--- src/rtl/core/emt_pkg.sv ---
package emt_pkg;

    // Default widths
    localparam int ANGLE_BITS_DEF    = 21;
    localparam int POSITION_BITS_DEF = 48;

    // Encoder response layout
    localparam int RESP_BYTE_W   = 8;
    localparam int STATUS_W      = 3;
    localparam int PACKED_W      = 24;   // widest angle supported
    localparam int PRESET_W      = 16;
    localparam int STAT_WEAK_BIT   = 2;
    localparam int STAT_STRONG_BIT = 1;

    // Stream field widths
    localparam int CMD_W      = 2;
    localparam int ERR_W      = 2;
    localparam int MAG_W      = 2;
    localparam int S_TUSER_W  = CMD_W + 1;
    localparam int S_TDATA_W  = 3 * RESP_BYTE_W + PRESET_W;

    // Configuration port
    localparam int APB_ADDR_W = 3;
    localparam int APB_DATA_W = 32;
    localparam logic REG_DIRECTION = 1'b0;   // word index, paddr[2]

    typedef enum logic [CMD_W-1:0] {
        CMD_START  = 2'd0,
        CMD_SAMPLE = 2'd1,
        CMD_RESET  = 2'd2
    } t_cmd;

    typedef enum logic [ERR_W-1:0] {
        ERR_NONE        = 2'd0,
        ERR_NOT_STARTED = 2'd1,
        ERR_READ_FAIL   = 2'd2
    } t_err;

    typedef enum logic [MAG_W-1:0] {
        MAG_OK         = 2'd0,
        MAG_TOO_WEAK   = 2'd1,
        MAG_TOO_STRONG = 2'd2
    } t_mag;

endpackage

--- src/rtl/core/encoder_multiturn_tracker_top.sv ---
// Multi-turn tracker for an absolute single-turn encoder. Each transaction on the slave stream
// carries a command (start, sample, reset) and the three response bytes of one angle read with
// its transfer-ok flag; each produces exactly one result transaction holding an error code, the
// saturating signed multi-turn position, the last single-turn angle and the magnet status. An
// accepted transaction is held in the input register, then the angle unpack, the
// half-turn wrap of the difference and the saturating add to the turn count are done in one
// pass into the result register, and a new transaction is taken every cycle while the result
// stream is not stalled. The direction register (address 0) may only be written while the
// block is idle.
module encoder_multiturn_tracker_top #(
    parameter int ANGLE_BITS    = emt_pkg::ANGLE_BITS_DEF,
    parameter int POSITION_BITS = emt_pkg::POSITION_BITS_DEF,
    parameter int M_TDATA_W     = ((POSITION_BITS + ANGLE_BITS + emt_pkg::MAG_W + 7) / 8) * 8
) (
    input  logic                             i_clk,
    input  logic                             i_rst_n,
    // slave stream
    input  logic                             s_axis_tvalid,
    output logic                             s_axis_tready,
    // tdata: resp_high, resp_mid, resp_low, preset_position
    input  logic [emt_pkg::S_TDATA_W-1:0]    s_axis_tdata,
    // tuser: command, transfer_ok
    input  logic [emt_pkg::S_TUSER_W-1:0]    s_axis_tuser,
    // master stream
    output logic                             m_axis_tvalid,
    input  logic                             m_axis_tready,
    // tdata: position, raw_angle, magnet_status, zero pad
    output logic [M_TDATA_W-1:0]             m_axis_tdata,
    // tuser: error_code
    output logic [emt_pkg::ERR_W-1:0]        m_axis_tuser,
    // configuration
    input  logic                             psel,
    input  logic                             penable,
    input  logic                             pwrite,
    input  logic [emt_pkg::APB_ADDR_W-1:0]   paddr,
    input  logic [emt_pkg::APB_DATA_W-1:0]   pwdata,
    output logic [emt_pkg::APB_DATA_W-1:0]   prdata,
    output logic                             pready
);
    import emt_pkg::*;

    localparam int DW = ANGLE_BITS + 1;                                  // wrapped difference
    localparam int SW = ((POSITION_BITS > DW) ? POSITION_BITS : DW) + 1; // sum before clamp

    localparam logic signed [DW-1:0] HALF  = DW'(1) <<< (ANGLE_BITS - 1);
    localparam logic        [DW-1:0] TURN  = DW'(1) << ANGLE_BITS;
    localparam logic signed [SW-1:0] POS_HI = (SW'(1) <<< (POSITION_BITS - 1)) - SW'(1);
    localparam logic signed [SW-1:0] POS_LO = -POS_HI - SW'(1);

    // ---------------------------------------------------------------
    // Configuration register
    // ---------------------------------------------------------------
    logic r_direction;

    assign pready = 1'b1;
    assign prdata = (paddr[2] == REG_DIRECTION) ? {{(APB_DATA_W-1){1'b0}}, r_direction}
                                                : '0;

    always_ff @(posedge i_clk) begin
        if (!i_rst_n) begin
            r_direction <= 1'b0;
        end else if (psel && penable && pwrite && pready && paddr[2] == REG_DIRECTION) begin
            r_direction <= pwdata[0];
        end
    end

    // ---------------------------------------------------------------
    // Handshake: input register, then result register
    // ---------------------------------------------------------------
    logic r_in_valid;
    logic r_out_valid;
    logic out_free;
    logic fire;

    assign out_free      = !r_out_valid || m_axis_tready;
    assign fire          = r_in_valid && out_free;
    assign s_axis_tready = !r_in_valid || out_free;
    assign m_axis_tvalid = r_out_valid;

    logic [S_TDATA_W-1:0] r_in_data;
    logic [S_TUSER_W-1:0] r_in_user;

    always_ff @(posedge i_clk) begin
        if (!i_rst_n) begin
            r_in_valid  <= 1'b0;
            r_out_valid <= 1'b0;
        end else begin
            if (s_axis_tready) begin
                r_in_valid <= s_axis_tvalid;
            end
            if (out_free) begin
                r_out_valid <= r_in_valid;
            end
        end
    end

    always_ff @(posedge i_clk) begin
        if (s_axis_tvalid && s_axis_tready) begin
            r_in_data <= s_axis_tdata;
            r_in_user <= s_axis_tuser;
        end
    end

    // ---------------------------------------------------------------
    // Unpack
    // ---------------------------------------------------------------
    logic [CMD_W-1:0]      in_cmd;
    logic                  in_ok;
    logic [RESP_BYTE_W-1:0] resp_high, resp_mid, resp_low;
    logic [PRESET_W-1:0]   preset;
    logic [PACKED_W-1:0]   packed_angle;
    logic [PACKED_W-1:0]   preset_wide;
    logic [ANGLE_BITS-1:0] angle;
    logic [ANGLE_BITS-1:0] preset_angle;
    logic [STATUS_W-1:0]   status;

    assign in_cmd    = r_in_user[CMD_W-1:0];
    assign in_ok     = r_in_user[CMD_W];
    assign resp_high = r_in_data[RESP_BYTE_W-1:0];
    assign resp_mid  = r_in_data[2*RESP_BYTE_W-1:RESP_BYTE_W];
    assign resp_low  = r_in_data[3*RESP_BYTE_W-1:2*RESP_BYTE_W];
    assign preset    = r_in_data[S_TDATA_W-1:3*RESP_BYTE_W];

    // top five bits of the low byte are angle bits 4..0
    assign packed_angle = {3'b000, resp_high, resp_mid, resp_low[RESP_BYTE_W-1:STATUS_W]};
    assign preset_wide  = {{(PACKED_W-PRESET_W){1'b0}}, preset};
    assign angle        = packed_angle[ANGLE_BITS-1:0];
    assign preset_angle = preset_wide[ANGLE_BITS-1:0];
    assign status       = resp_low[STATUS_W-1:0];

    // ---------------------------------------------------------------
    // State
    // ---------------------------------------------------------------
    logic                            r_started, n_started;
    logic                            r_have_first, n_have_first;
    logic [ANGLE_BITS-1:0]           r_last_angle, n_last_angle;
    logic signed [POSITION_BITS-1:0] r_count, n_count;
    logic [STATUS_W-1:0]             r_status, n_status;
    t_err                            err;

    // shortest signed difference, wrapped at half a turn
    logic signed [DW-1:0] diff_raw, diff_wrap, diff_dir;
    logic signed [SW-1:0] count_ext, diff_ext, sum;
    logic signed [POSITION_BITS-1:0] count_track;

    assign diff_raw = $signed({1'b0, angle}) - $signed({1'b0, r_last_angle});

    always_comb begin
        if (diff_raw > HALF) begin
            diff_wrap = diff_raw - $signed(TURN);
        end else if (diff_raw < -HALF) begin
            diff_wrap = diff_raw + $signed(TURN);
        end else begin
            diff_wrap = diff_raw;
        end
    end

    assign diff_dir  = r_direction ? -diff_wrap : diff_wrap;
    assign count_ext = {{(SW-POSITION_BITS){r_count[POSITION_BITS-1]}}, r_count};
    assign diff_ext  = {{(SW-DW){diff_dir[DW-1]}}, diff_dir};
    assign sum       = count_ext + diff_ext;

    // saturate to the position range
    always_comb begin
        if (sum > POS_HI) begin
            count_track = POS_HI[POSITION_BITS-1:0];
        end else if (sum < POS_LO) begin
            count_track = POS_LO[POSITION_BITS-1:0];
        end else begin
            count_track = sum[POSITION_BITS-1:0];
        end
    end

    always_comb begin
        n_started    = r_started;
        n_have_first = r_have_first;
        n_last_angle = r_last_angle;
        n_count      = r_count;
        n_status     = r_status;
        err          = ERR_NONE;
        unique case (in_cmd)
            CMD_START: begin
                n_started = 1'b1;
                if (in_ok) begin
                    n_status     = status;
                    n_last_angle = angle;
                    n_count      = '0;
                    n_have_first = 1'b1;
                end
            end
            CMD_SAMPLE: begin
                if (!r_started) begin
                    err = ERR_NOT_STARTED;
                end else if (!in_ok) begin
                    err = ERR_READ_FAIL;
                end else begin
                    n_status     = status;
                    n_last_angle = angle;
                    n_have_first = 1'b1;
                    n_count      = r_have_first ? count_track : '0;
                end
            end
            CMD_RESET: begin
                if (!r_started) begin
                    err = ERR_NOT_STARTED;
                end else if (preset == '0) begin
                    if (!in_ok) begin
                        err = ERR_READ_FAIL;
                    end else begin
                        n_status     = status;
                        n_last_angle = angle;
                        n_count      = '0;
                        n_have_first = 1'b1;
                    end
                end else begin
                    // nonzero preset overrides the read and its status
                    n_last_angle = preset_angle;
                    n_count      = '0;
                    n_have_first = 1'b1;
                end
            end
            default: begin
                // unused command: report state only
            end
        endcase
    end

    always_ff @(posedge i_clk) begin
        if (!i_rst_n) begin
            r_started    <= 1'b0;
            r_have_first <= 1'b0;
            r_last_angle <= '0;
            r_count      <= '0;
            r_status     <= '0;
        end else if (fire) begin
            r_started    <= n_started;
            r_have_first <= n_have_first;
            r_last_angle <= n_last_angle;
            r_count      <= n_count;
            r_status     <= n_status;
        end
    end

    // ---------------------------------------------------------------
    // Result register
    // ---------------------------------------------------------------
    t_mag mag;

    always_comb begin
        priority if (n_status[STAT_WEAK_BIT]) begin
            mag = MAG_TOO_WEAK;
        end else if (n_status[STAT_STRONG_BIT]) begin
            mag = MAG_TOO_STRONG;
        end else begin
            mag = MAG_OK;
        end
    end

    logic [M_TDATA_W-1:0] r_out_data;
    logic [ERR_W-1:0]     r_out_user;

    // zero pad above the status fills tdata to whole bytes
    always_ff @(posedge i_clk) begin
        if (fire) begin
            r_out_data <= M_TDATA_W'({mag, n_last_angle, n_count});
            r_out_user <= err;
        end
    end

    assign m_axis_tdata = r_out_data;
    assign m_axis_tuser = r_out_user;

endmodule
--- config.mk ---
export PLATFORM = sky130hd
export DESIGN_NAME = encoder_multiturn_tracker_top
export DESIGN_NICKNAME = d
export VERILOG_FILES = /design/src/rtl/core/emt_pkg.sv /design/src/rtl/core/encoder_multiturn_tracker_top.sv
export SDC_FILE = /design/constraint.sdc
export NUM_CORES = 1
export LEC_CHECK = 0
export ABC_AREA = 0
export ABC_CLOCK_PERIOD_IN_PS = 22100
export CAP_MARGIN = 15
export CORE_UTILIZATION = 55
export DETAILED_ROUTE_END_ITERATION = 12
export DONT_BUFFER_PORTS = 1
export PLACE_DENSITY_LB_ADDON = 0.15
export SYNTH_ARGS = -nofsm -noshare
export SYNTH_HDL_FRONTEND = slang
export SYNTH_SLANG_ARGS = --single-unit
--- constraint.sdc ---
create_clock -name i_clk -period 22.1 [get_ports i_clk]
set_clock_uncertainty 0.2 [all_clocks]
set_input_delay 4.42 -clock i_clk [delete_from_list [all_inputs] [get_ports i_clk]]
set_output_delay 4.42 -clock i_clk [all_outputs]
set_load 0.1 [all_outputs]
======== Word-level counts from Yosys, hierarchy flattened ========
Cells that the tools add are included.
operators by class
  multiplexer cells ....................... 34
  bitwise gates (word level) .............. 1
  add/sub/neg operators ................... 5
  reduce and logical (&&, ||, !) cells .... 15
  equality and inequality tests ........... 5
  order comparisons ....................... 4
operators by type and width
  kind                                                              number
  two-way mux 48 bit                                                8
  case mux 48 bit (3 select lines)                                  1
  two-way mux 21 bit                                                4
  two-way mux 22 bit                                                3
  case mux 21 bit (3 select lines)                                  1
  adder 48 x 22 -> 49 bit                                           1
  greater-than comparator 49 x 48 -> 1 bit (second input constant)  1
  < comparator 49 x 48 -> 1 bit (second input constant)             1
  adder 22 bit (second input constant)                              1
  greater-than comparator 22 bit (second input constant)            1
  < comparator 22 x 21 -> 1 bit (second input constant)             1
  negator 22 bit                                                    1
  subtractor 21 x 21 -> 22 bit                                      1
  subtractor 22 bit (second input constant)                         1
  zero test 16 bit                                                  1
  two-way mux 3 bit                                                 4
  two-way mux 2 bit                                                 5
  case mux 3 bit (3 select lines)                                   1
  != test 2 bit (second input constant)                             3
  logical AND 1 bit                                                 5
  two-way mux 1 bit                                                 5
  AND reduction 5 bit                                               1
  case mux 2 bit (2 select lines)                                   1
  AND reduction 4 bit                                               1
  other kinds (9)                                                   11
word-level totals
  input bits .............................. 85
  output and inout port bits .............. 109
  register bits ........................... 193
  word-level logic and storage cells ...... 78

======== Longest topological paths before layout ========
  depth after elaboration ................. 14
  depth in mapped cells ................... 28
  mapped depth without buffers ............ 24

======== Worst setup path after synthesis ========
Ideal clock, no wire load.
  kind .................................... input to output
  from .................................... input paddr[2] (netlist name)
  to ...................................... output prdata[0] (netlist name)
  arrival ................................. 5.755 ns
  required time ........................... 17.480 ns
  stages .................................. 1
  setup slack ............................. 11.725 ns
  path buffers ............................ 0
  cells stage by stage .................... nor2b_1
between the ends
  word-level cells in the longest chain between the ends .. 1
RTL lines
  item                line                                 source
  start: declaration  encoder_multiturn_tracker_top.sv:35  input logic [emt_pkg::APB_ADDR_W-1:0] paddr,
  two-way mux 1 bit   encoder_multiturn_tracker_top.sv:56  assign prdata = (paddr[2] == REG_DIRECTION) ? {{(APB_DATA_W-1){1'b0}}, r_direction}
  end: declaration    encoder_multiturn_tracker_top.sv:37  output logic [emt_pkg::APB_DATA_W-1:0] prdata,
No other way between the ends.

======== Worst setup path after layout ========
Ends and elaborated chain as after synthesis.

==> key figures <==
Status
  – Status: finished, final reports clean

Clock tree
  – CTS Sinks: 191
  – CTS clk-pin slew, worst paths: 0.08 ns
  – Clk buf depth: 2
  – Post-CTS Setup Inserts: 0
  – Root Buffer: clkbuf_16
  – CTS buffer count: 17
  – Clock Latency Late Sink: 0.46 ns
  – H-tree depth: 4
  – Post-cts hold buffer count: 0
  – CTS resizes: 0
  – CTS tree: yes

Pwr
  – Total power: 999.4 uW
  – Leak: 0.005307 uW
  – Pwr dens: 72.07 nW/um2
  – Worst IR drop on VDD: 47.33 uV

Global route
  – Vias in the first global route: 10230
  – Initial antenna violation count: 0
  – First-pass GRT wire length: 55160 um
  – GRT overflow: 0
  – Total Routing Usage GR: 28.57%
  – Largest net degree at the start of global routing: 48

Hold path
  – Hold/Removal Path Class: register to register
  – HP Start: r_have_first$_SDFFE_PN0P_

STA
  – Final Hold Vio Count: 0
  – Max-slew violations: 0
  – Worst-margin pin slew: 1.070 ns
  – Unrepaired setup endpoints after global routing: no
  – Shortest period the worst path allows: 9.854 ns
  – Post-route setup TNS: 0 ns
  – Fmax: 101.5 MHz
  – Max_slew headroom: 28.33%
  – Setup violations, final: 0
  – Fin crit share: 44.59%

Layout
  – Area growth syn-to-layout: 4.893%
  – Multi-input gate area: 7570 um2
  – Filler cells: 2108
  – Share of cells above drive strength 1: 9.979%
  – Post-route insts no fill: 1722
  – Most common cell after layout, fill and taps aside: a21oi_1
  – Commonest non-fill, non-tap cells in the layout: 148 x a21oi_1, 136 x nand2_1, 133 x o21ai_0
  – Storage cell area: 4975 um2
  – Antenna cell count: 0
  – Net count reported at finish: 1558
  – Cell area after layout: 13870 um2

Routing
  – WL/cell: 20.29 um
  – Iteration-0 DRC Markers: 925
  – DR DRC count: 0
  – Post-route ant nets: 0
  – Drt total wl: 34940 um
  – Vias: 11040
  – Via/cell ratio: 6.409
  – Total iterations of the first detailed-routing run: 5

Synth
  – YS warnings: 0
  – Mux cell area share after synthesis: 2.148%
  – Xor/xnor share of the synthesized area: 4.846%
  – Mapped Cells: 1446
  – Unique cell type count in the Yosys netlist: 86
  – Number of synthesized flops with an enable pin: 115
  – Synth Area in Compound Gates: 28.88%
  – Flops & latches, synth: 191
  – Syn avg cell area: 9.143 um2
  – Synth Area in Simple Gates: 12.34%
  – Async set-reset flop share out of synthesis: 0%
  – Adder-cell share of the synthesized area: 7.969%
  – Mapped Area: 13220 um2
  – Largest family of logic cells by synthesized area: compound AO/OA/AOI/OAI gates
  – Top_reg_cell synth: edfxtp_1
  – Sequential fraction of the synthesis area: 37.63%

Critical path
  – Crit end category: output port
  – Crit path cell chain: nor2b_2
  – Crit path kind: input port to output port
  – Buf+Inv Stages, Crit Path: 0
  – CP arrival: 5.23 ns
  – Peak fanout along the critical path: 2
  – Setup crit start: paddr[2]
  – Reg2reg start: r_last_angle[1]$_SDFFE_PN0P_
  – Worst EP required: 17.48 ns
  – CP max stage delay: 0.81 ns
  – Startpoint types: input port
  – Cell family with most CP delay: simple AND/OR/NAND/NOR gates
  – CP max stage cell: nor2b_2

Place
  – Placed insts: 1690
  – I/O Buffers: 0
  – Post-DP HPWL: 24460 um
  – Placed standard-cell area: 13230 um2
  – Placer Congestion: 0.9068

Floorplan
  – Core Rows: 56
  – Die height: 157.0 um
  – Core box area: 23540 um2
  – Die Area: 24660 um2
  – Initial Util: 56.15%
  – Die width: 157.0 um
  – Io pins: 194

Run
  – Max-cap violations: 0
cells in the mapped netlist, types with 28 or more instances:
library cell    n  share of area (%)
clkbuf_1       68                1.9
edfxtp_1      115                 26
o221a_2        63                5.4
nand2_1       136                3.9
inv_1          53                1.5
a21oi_1       148                5.6
ha_1           81                7.7
xnor2_1        44                2.9
dfxtp_1        76                 12
buf_4          35                2.0
a31oi_1        28                1.3
o21ai_0       133                5.0
nor2_1         85                2.4
a21o_1         32                1.8
routing by layer:
metal / track usage (%) / wire length, um / vias up
met5: 0 / 0 / -
li1: - / - / 5285
met4: 9.293 / 846 / 0
met2: 48.55 / 16780 / 421
met3: 4.378 / 1929 / 57
met1: 37.12 / 15390 / 5274
power by group:
group | leakage, uW | switching, uW | internal, uW
registers | 0.00175 | 47.3 | 392
clock network | 0.000304 | 167 | 166
logic | 0.00326 | 157 | 70.2
total | 0.00531 | 371 | 628
worst paths after layout:
check                         endpoint  slack (ns)  depth (start not counted)
min reg2reg  r_have_first$_SDFFE_PN0P_        0.29                          1
max                          prdata[0]       12.25                          1
min          r_have_first$_SDFFE_PN0P_        0.29                          1
max reg2reg  m_axis_tdata[6]$_DFFE_PP_       14.09                         24
registers in the layout, summed over array words and instances, names as in the netlist:
name	cells
r_direction	1
m_axis_tvalid	1
r_in_user	3
r_started	1
r_have_first	1
r_in_valid	1
r_status	2
m_axis_tdata	71
r_last_angle	21
r_count	48
r_in_data	39
m_axis_tuser	2
stage by stage:
stage | hold slack (ns) | setup WS (ns) | utilization (%)
after CTS | 0.2864 | 12.25 | 58.90
after detailed placement | 0.2667 | 12.25 | 56.20
final | 0.2859 | 12.25 | 58.90
after global routing | 0.3112 | 12.23 | 58.90
after global placement | 0.2489 | 12.26 | 56.20
after floorplan | 0.2402 | 11.72 | -
final cells by class:
type	count	share of cell area, %
well taps	319	2.878
clock inverters	15	1.525
multi-input cells	1115	54.59
repair buffers	11	0.5955
flip-flops and latches	191	35.87
inverters	54	1.471
clock buffers	17	3.068
logic make-up after synthesis:
group | after synthesis
other cells | 2
buf+inv | 171
flops | 191
xor+xnor | 71
simple gates | 348
compound gates | 552
fa+ha+maj | 83
mux | 28
(Power assumes the default switching activity.)
